<file path="config.mk">
export PLATFORM = sky130hd
export DESIGN_NAME = gf2_cyclic_matrix_test_unit
export DESIGN_NICKNAME = d
export VERILOG_FILES = /design/src/design/gf2cm_pkg.sv /design/src/design/gf2cm_matvec.sv /design/src/design/gf2cm_pivot.sv /design/src/design/gf2_cyclic_matrix_test_unit.sv
export SDC_FILE = /design/constraint.sdc
export NUM_CORES = 2
export LEC_CHECK = 0
export ABC_AREA = 1
export BUFFER_PORTS_ARGS = -buffer_cell sky130_fd_sc_hd__buf_2
export CAP_MARGIN = 15
export CORE_MARGIN = 1
export CORE_UTILIZATION = 30
export DETAILED_ROUTE_END_ITERATION = 7
export PLACE_DENSITY = 0.5
export SYNTH_ARGS = -nofsm -noshare
export SYNTH_HDL_FRONTEND = slang
export SYNTH_SLANG_ARGS = --single-unit
</file>
<file path="constraint.sdc">
create_clock -name clk_i -period 4.9 [get_ports clk_i]
set_input_delay 0.98 -clock clk_i [delete_from_list [all_inputs] [get_ports clk_i]]
set_output_delay 0.98 -clock clk_i [all_outputs]
set_load 0.1 [all_outputs]
</file>
<file path="src/design/gf2cm_pkg.sv">
package gf2cm_pkg;

  localparam int unsigned NumCols    = 6;
  localparam int unsigned ColW       = 6;
  localparam int unsigned CfgW       = 3;
  localparam int unsigned MaxSizeDef = 6;
  localparam logic [CfgW-1:0] SizeRst = 3'd6;

  localparam int unsigned InTdataW  = ((NumCols * ColW + 7) / 8) * 8;
  localparam int unsigned OutTdataW = 8;

endpackage

</file>
<file path="src/design/gf2cm_matvec.sv">
module gf2cm_matvec #(
  parameter int unsigned MAX_SIZE = gf2cm_pkg::MaxSizeDef,
  parameter int unsigned CW       = (MAX_SIZE > 1) ? $clog2(MAX_SIZE) : 1
) (
  input  logic [MAX_SIZE-1:0] amat_i [MAX_SIZE],
  input  logic [MAX_SIZE-1:0] vec_i,
  input  logic                ident_i,
  input  logic [CW-1:0]       idx_i,
  output logic [MAX_SIZE-1:0] col_o
);

  logic [MAX_SIZE-1:0] acc;

  always_comb begin
    acc = '0;
    for (int i = 0; i < MAX_SIZE; i++) begin
      if (vec_i[i]) begin
        acc = acc ^ amat_i[i];
      end
    end
  end

  // identity column while loading the first power
  assign col_o = ident_i ? (MAX_SIZE'(1) << idx_i) : acc;

endmodule

</file>
<file path="src/design/gf2cm_pivot.sv">
module gf2cm_pivot #(
  parameter int unsigned N2 = gf2cm_pkg::MaxSizeDef * gf2cm_pkg::MaxSizeDef,
  parameter int unsigned TW = (N2 > 1) ? $clog2(N2) : 1
) (
  input  logic          clk_i,
  input  logic          rst_ni,
  input  logic          clr_i,
  input  logic          find_i,
  input  logic          ins_i,
  input  logic [N2-1:0] vec_i,
  output logic          t_hit_o,
  output logic [N2-1:0] rdata_o
);

  logic [N2-1:0] mem [N2];
  logic [N2-1:0] valid_q, valid_d;
  logic [N2-1:0] rdata_q;
  logic [TW-1:0] t_q;
  logic [TW-1:0] t_sel;

  // leading-one position
  always_comb begin
    t_sel = '0;
    for (int p = 0; p < N2; p++) begin
      if (vec_i[p]) begin
        t_sel = TW'(p);
      end
    end
  end

  always_comb begin
    valid_d = valid_q;
    if (clr_i) begin
      valid_d = '0;
    end else if (ins_i) begin
      valid_d[t_q] = 1'b1;
    end
  end

  always_ff @(posedge clk_i or negedge rst_ni) begin
    if (!rst_ni) begin
      valid_q <= '0;
    end else begin
      valid_q <= valid_d;
    end
  end

  always_ff @(posedge clk_i) begin
    if (find_i) begin
      t_q     <= t_sel;
      rdata_q <= mem[t_sel];
    end
    if (ins_i) begin
      mem[t_q] <= vec_i;
    end
  end

  assign t_hit_o = valid_q[t_q];
  assign rdata_o = rdata_q;

endmodule

</file>
<file path="src/design/gf2_cyclic_matrix_test_unit.sv">
// Channel   Dir  Handshake                     Payload (low bit up)
// s_axis    in   s_axis_tvalid/s_axis_tready   tdata: col0..col5, 6 bits each
// m_axis    out  m_axis_tvalid/m_axis_tready   tdata: is_cyclic
// cfg       in   cfg_we_i                      cfg_wdata_i: matrix_size
//
// One matrix per transfer; s_axis_tready is high only while idle.
// Per tested power: n column products, then pivot steps (RAM read, then eliminate or
// insert), at most k + 1 steps for power k; a power reducing to zero ends at the zero
// check. The finish step registers the result onto m_axis and then returns to idle.
// rst_ni clears control, sets matrix_size to 6; m_axis_tready low stalls the finish step.
module gf2_cyclic_matrix_test_unit #(
  parameter int unsigned MAX_SIZE = gf2cm_pkg::MaxSizeDef
) (
  input  logic                              clk_i,
  input  logic                              rst_ni,
  input  logic                              s_axis_tvalid,
  output logic                              s_axis_tready,
  input  logic [gf2cm_pkg::InTdataW-1:0]    s_axis_tdata,  // col0..col5
  output logic                              m_axis_tvalid,
  input  logic                              m_axis_tready,
  output logic [gf2cm_pkg::OutTdataW-1:0]   m_axis_tdata,  // is_cyclic
  input  logic                              cfg_we_i,
  input  logic [gf2cm_pkg::CfgW-1:0]        cfg_wdata_i    // matrix_size
);

  localparam int unsigned N2 = MAX_SIZE * MAX_SIZE;
  localparam int unsigned TW = (N2 > 1) ? $clog2(N2) : 1;
  localparam int unsigned SW = $clog2(MAX_SIZE + 1);
  localparam int unsigned CW = (MAX_SIZE > 1) ? $clog2(MAX_SIZE) : 1;

  localparam logic [2:0] StIdle = 3'd0;
  localparam logic [2:0] StGen  = 3'd1;
  localparam logic [2:0] StFind = 3'd2;
  localparam logic [2:0] StElim = 3'd3;
  localparam logic [2:0] StFin  = 3'd4;

  logic [2:0] state_q, state_d;
  logic [gf2cm_pkg::CfgW-1:0] size_q;
  logic [SW-1:0] n_cur, n_q, n_d;
  logic [SW-1:0] col_q, col_d, k_q, k_d;
  logic [TW-1:0] off_q, off_d;
  logic ident_q, ident_d;
  logic res_q, res_d;
  logic out_valid_q, out_valid_d, out_bit_q, out_bit_d;
  logic [N2-1:0] vec_q, vec_d;
  logic [MAX_SIZE-1:0] amat_q [MAX_SIZE];
  logic [MAX_SIZE-1:0] amat_in [MAX_SIZE];
  logic [MAX_SIZE-1:0] power_q [MAX_SIZE];
  logic [MAX_SIZE-1:0] row_mask;
  logic [MAX_SIZE-1:0] gen_col;
  logic [N2-1:0] piv_rdata;
  logic piv_hit, piv_clr, piv_find, piv_ins;
  logic in_xfer, gen_we;

  assign n_cur = (int'(size_q) > int'(MAX_SIZE)) ? SW'(MAX_SIZE) : SW'(size_q);

  always_comb begin
    for (int j = 0; j < MAX_SIZE; j++) begin
      row_mask[j] = (j < int'(n_cur));
    end
  end

  for (genvar i = 0; i < MAX_SIZE; i++) begin : g_cols
    if (i < gf2cm_pkg::NumCols) begin : g_in
      logic [gf2cm_pkg::ColW-1:0] raw;
      assign raw = s_axis_tdata[i*gf2cm_pkg::ColW +: gf2cm_pkg::ColW];
      assign amat_in[i] = (i < int'(n_cur)) ? (MAX_SIZE'(raw) & row_mask) : '0;
    end else begin : g_zero
      assign amat_in[i] = '0;
    end
  end

  gf2cm_matvec #(
    .MAX_SIZE(MAX_SIZE),
    .CW      (CW)
  ) u_matvec (
    .amat_i (amat_q),
    .vec_i  (power_q[col_q[CW-1:0]]),
    .ident_i(ident_q),
    .idx_i  (col_q[CW-1:0]),
    .col_o  (gen_col)
  );

  gf2cm_pivot #(
    .N2(N2),
    .TW(TW)
  ) u_pivot (
    .clk_i  (clk_i),
    .rst_ni (rst_ni),
    .clr_i  (piv_clr),
    .find_i (piv_find),
    .ins_i  (piv_ins),
    .vec_i  (vec_q),
    .t_hit_o(piv_hit),
    .rdata_o(piv_rdata)
  );

  assign s_axis_tready = (state_q == StIdle);
  assign in_xfer       = s_axis_tvalid && s_axis_tready;

  always_comb begin
    state_d     = state_q;
    n_d         = n_q;
    col_d       = col_q;
    k_d         = k_q;
    off_d       = off_q;
    ident_d     = ident_q;
    res_d       = res_q;
    vec_d       = vec_q;
    out_valid_d = out_valid_q && !m_axis_tready;
    out_bit_d   = out_bit_q;
    piv_clr     = 1'b0;
    piv_find    = 1'b0;
    piv_ins     = 1'b0;
    gen_we      = 1'b0;
    unique case (state_q)
      StIdle: begin
        if (in_xfer) begin
          n_d     = n_cur;
          col_d   = '0;
          k_d     = '0;
          off_d   = '0;
          ident_d = 1'b1;
          piv_clr = 1'b1;
          if (n_cur == '0) begin
            res_d   = 1'b1;
            state_d = StFin;
          end else begin
            state_d = StGen;
          end
        end
      end
      StGen: begin
        gen_we = 1'b1;
        vec_d  = ((col_q == '0) ? '0 : vec_q) | (N2'(gen_col) << off_q);
        off_d  = off_q + TW'(n_q);
        col_d  = col_q + 1'b1;
        if (col_q == n_q - 1'b1) begin
          state_d = StFind;
        end
      end
      StFind: begin
        if (vec_q == '0) begin
          res_d   = 1'b0;
          state_d = StFin;
        end else begin
          piv_find = 1'b1;
          state_d  = StElim;
        end
      end
      StElim: begin
        if (piv_hit) begin
          vec_d   = vec_q ^ piv_rdata;
          state_d = StFind;
        end else begin
          piv_ins = 1'b1;
          if (k_q == n_q - 1'b1) begin
            res_d   = 1'b1;
            state_d = StFin;
          end else begin
            k_d     = k_q + 1'b1;
            col_d   = '0;
            off_d   = '0;
            ident_d = 1'b0;
            state_d = StGen;
          end
        end
      end
      StFin: begin
        if (!out_valid_q || m_axis_tready) begin
          out_valid_d = 1'b1;
          out_bit_d   = res_q;
          state_d     = StIdle;
        end
      end
      default: begin
        state_d = StIdle;
      end
    endcase
  end

  always_ff @(posedge clk_i or negedge rst_ni) begin
    if (!rst_ni) begin
      state_q     <= StIdle;
      size_q      <= gf2cm_pkg::SizeRst;
      out_valid_q <= 1'b0;
      n_q         <= '0;
      col_q       <= '0;
      k_q         <= '0;
      off_q       <= '0;
      ident_q     <= 1'b1;
    end else begin
      state_q     <= state_d;
      out_valid_q <= out_valid_d;
      n_q         <= n_d;
      col_q       <= col_d;
      k_q         <= k_d;
      off_q       <= off_d;
      ident_q     <= ident_d;
      if (cfg_we_i) begin
        size_q <= cfg_wdata_i;
      end
    end
  end

  always_ff @(posedge clk_i) begin
    res_q     <= res_d;
    vec_q     <= vec_d;
    out_bit_q <= out_bit_d;
    if (in_xfer) begin
      amat_q <= amat_in;
    end
    if (gen_we) begin
      power_q[col_q[CW-1:0]] <= gen_col;
    end
  end

  assign m_axis_tvalid = out_valid_q;
  assign m_axis_tdata  = {{(gf2cm_pkg::OutTdataW - 1){1'b0}}, out_bit_q};

endmodule
</file>
==> reports/metrics.yaml <==
route:
  firstDrtPassIters: 5
  vias: 41800
  routed_via_density: 4.83
  wl_um: 188000
  wl_per_cell_um: 21.7
  drt_iter0_markers: 4092
  drtAntennaViolNets: 0
  drc: 0
logic_synthesis:
  synth_fa_ha_area_frac: 0.00228
  ys_warn_count: 0
  yosys.cell_types.count: 50
  synth_compound_area_frac: 0.0744
  ys_seq_elements: 1507
  netlist_instances: 5594
  yosys.area_share.simple: 0.148
  synth-seq-area-share: 0.706
  synthArstFlopShare: 0.0392
  avgSynthCellArea_sq_um: 11.4
  netlist_area_sq_mm: 0.0637
  synth_top_family_by_area: "simple AND/OR/NAND/NOR gates"
  muxShareOfSynthArea: 0.000177
  ys.flop_type: "edfxtp_1"
  synth_edf_count: 1448
  synth-xor-area-share: 0.00990
timing:
  hold_viol: 0
  relSlewSlack: 0.267
  final.setup.tns_ns: 0
  min_period_over_period: 0.907
  worst_pin_slew_ns: 1.10
  max_clock_freq_mhz: 225
  fin_crit_ns: 4.44
  rsz0062_at_grt: "false"
  skew_ns: 0.0266
  finalMaxSlewViolations: 0
  setup_violations: 0
clocking:
  post_cts.repair.setup_buffers: 0
  clock-sinks: 1507
  clock_latency_ns: 0.81
  cts.reportedPaths.clkPinSlew_ns: 0.06
  cts.hold.buffers_added: 0
  clock-root-buffer: "clkbuf_16"
  cts.repair.resized: 0
  cts_made_buffers: 162
  h-tree-depth: 4
  clockBufferDepth: 3
  cts_tree: "yes"
critical_path:
  cp_cell_sequence: "nor2_1 > clkinv_1 > o22ai_1 > nand2_1 > nand4_1 > xor2_1 > xor2_1 > xor2_1 > nand2_1 > o21ai_0 > o21ai_0 > nand2_1 > nand2_1 > nand2_1 > o21ai_0 > buf_4 > nand2_1 > a31oi_1"
  r2r-end: "vec_q[27]"
  start_kind: "register"
  r2r_slack_ns: 0.46
  cp_data_arrival_time_ns: 5.09
  ff2ff_path_depth: 18
  required_ns: 5.55
  r2r_start: "col_q[2]"
  cp_num_buf_inv: 2
  crit_fanout: 10
  cp_slowest_cell: "o21ai_0"
  cp-end-kind: "register"
  crit_type: "reg -> reg"
  path_delay_family: "compound AO/OA/AOI/OAI gates"
  path_common_cell: "nand2_1"
  max_stage_delay_ns: 0.53
finish:
  layout_common_cells: "edfxtp_1 (1448), nand2_1 (1245), inv_1 (634)"
  layout.cell_area.non_filler_sq_mm: 0.0737
  nets: 5763
  num-fill-cells: 20700
  drive_gt1_frac: 0.0899
  syn_to_final_growth_pct: 15.6
  multi_input_area_sq_mm: 0.0153
  diodes: 0
  layout_commonest_cell: "edfxtp_1"
  seqCellArea_sq_mm: 0.0450
floorplan:
  core_area_sq_mm: 0.210
  num_io_pins: 58
  fp.dieW_um: 463
  fp.dieH_um: 463
  die_area_sq_mm: 0.214
  placement_rows: 168
  initial_core_util: 0.303
run_status:
  outcome: "complete, no violations"
power_and_ir_drop:
  ir_worst_vdd_mv: 0.339
  power_density_mw_per_mm2: 615
  leakage_nw: 27.5
placed_design:
  io_buffers: 46
  dp_hpwl_um: 100000
  dpl-instance-area_sq_mm: 0.0686
  gp_congestion: 0.836
worst_hold_path:
  hold_path.class: "in -> async"
global_route:
  antenna_found_initial: 0
  grt_pass1_vias: 40000
  overflow: 0
  grtUsageTotal: 0.172
  grt_pass1_wl_um: 274000
  grt_max_degree: 95
job:
  maxCapViolations: 0
area by class of cell:
class / instances / area share
Clock inverter: 82 / 0.0102
Sequential cell: 1507 / 0.610
Tap cell: 2805 / 0.0476
Inverter: 646 / 0.0332
Clock buffer: 215 / 0.0580
Multi-Input combinational cell: 3135 / 0.208
Timing Repair Buffer: 252 / 0.0327
state kept, by name (all words and copies together) (netlist names):
name             count
u_pivot.rdata_o     36
ident_q              1
off_q                6
state_q              3
res_q                1
n_q                  3
amat_q              36
power_q             36
u_pivot.valid_q     36
col_q                3
m_axis_tvalid        1
out_bit_q            1
k_q                  3
u_pivot.mem       1296
u_pivot.t_q          6
vec_q               36
size_q               3
cell families after synthesis:
kind of cell    after synthesis
compound gates              836
xor+xnor                     72
fa+ha+maj                    11
buf+inv                     958
flops                      1507
mux                           1
other cells                   1
simple gates               2208
metrics by stage:
stage,power [mW],cells,setup slack (ns),hold WS [ns],util
6_report,45.3,8642,0.458,0.314,0.350
5_1_grt,47.9,8642,0.000392,0.361,0.350
3_5_place_dp,33.8,8344,0.243,0.421,0.326
2_1_floorplan,27.8,5600,0.306,0.400,-
4_1_cts,45.7,8641,0.190,0.304,0.350
3_3_place_gp,33.7,8344,0.386,0.427,0.326
synthesized netlist by cell type (4+ instances only):
library cell  instances  area, sq um
o21ai_1              62          310
o31ai_1               4         30.0
buf_4                16          120
buf_1                35          131
nand4_1              35          219
a22o_1                8         70.1
o21ai_0             302         1510
ha_1                 10          125
dfrtp_1              56         1400
inv_1               636         2390
edfxtp_1           1448        43500
o22ai_1              50          313
nand3b_1             42          315
clkinv_1              4         15.0
nor2_1              231          867
xor2_1               58          508
nor3_1               24          120
xnor2_1              14          123
inv_2                 6         22.5
o211ai_1            106          796
nand3_1             581         2910
or2_2                 6         37.5
a221oi_1              4         35.0
nand2_1            1250         4690
a21oi_1             218         1090
o21a_1               36          270
a31oi_1              33          206
clkbuf_1            162          608
buf_6                 7         78.8
buf_2                90          450
or2_0                31          194
where the power goes:
part	internal (mW)	leakage, nW	switching (mW)
sequential	16.7	13.9	0.336
clock	6.60	2.42	5.18
combinational	4.66	11.1	11.8
metal layers:
layer  part of all wire  wire [um]  GRT usage
met5                  0          0          0
met4              0.022       4190     0.0476
met3              0.058      10800     0.0223
met2               0.47      87400      0.277
met1               0.45      85100      0.242
how the worst max path moves through the flow:
stage          cells past startpoint                  end  slack, ns           start
2_1_floorplan                     16  u_pivot.valid_q[28]       0.31  u_pivot.t_q[2]
3_3_place_gp                      16            vec_q[11]       0.39        col_q[0]
3_5_place_dp                      18            vec_q[27]       0.24        col_q[2]
4_1_cts                           18            vec_q[27]       0.19        col_q[2]
5_1_grt                           44  u_pivot.rdata_o[11]     0.0004        vec_q[2]
6_report                          18            vec_q[27]       0.46        col_q[2]
Power figures use the tool's default switching activity.
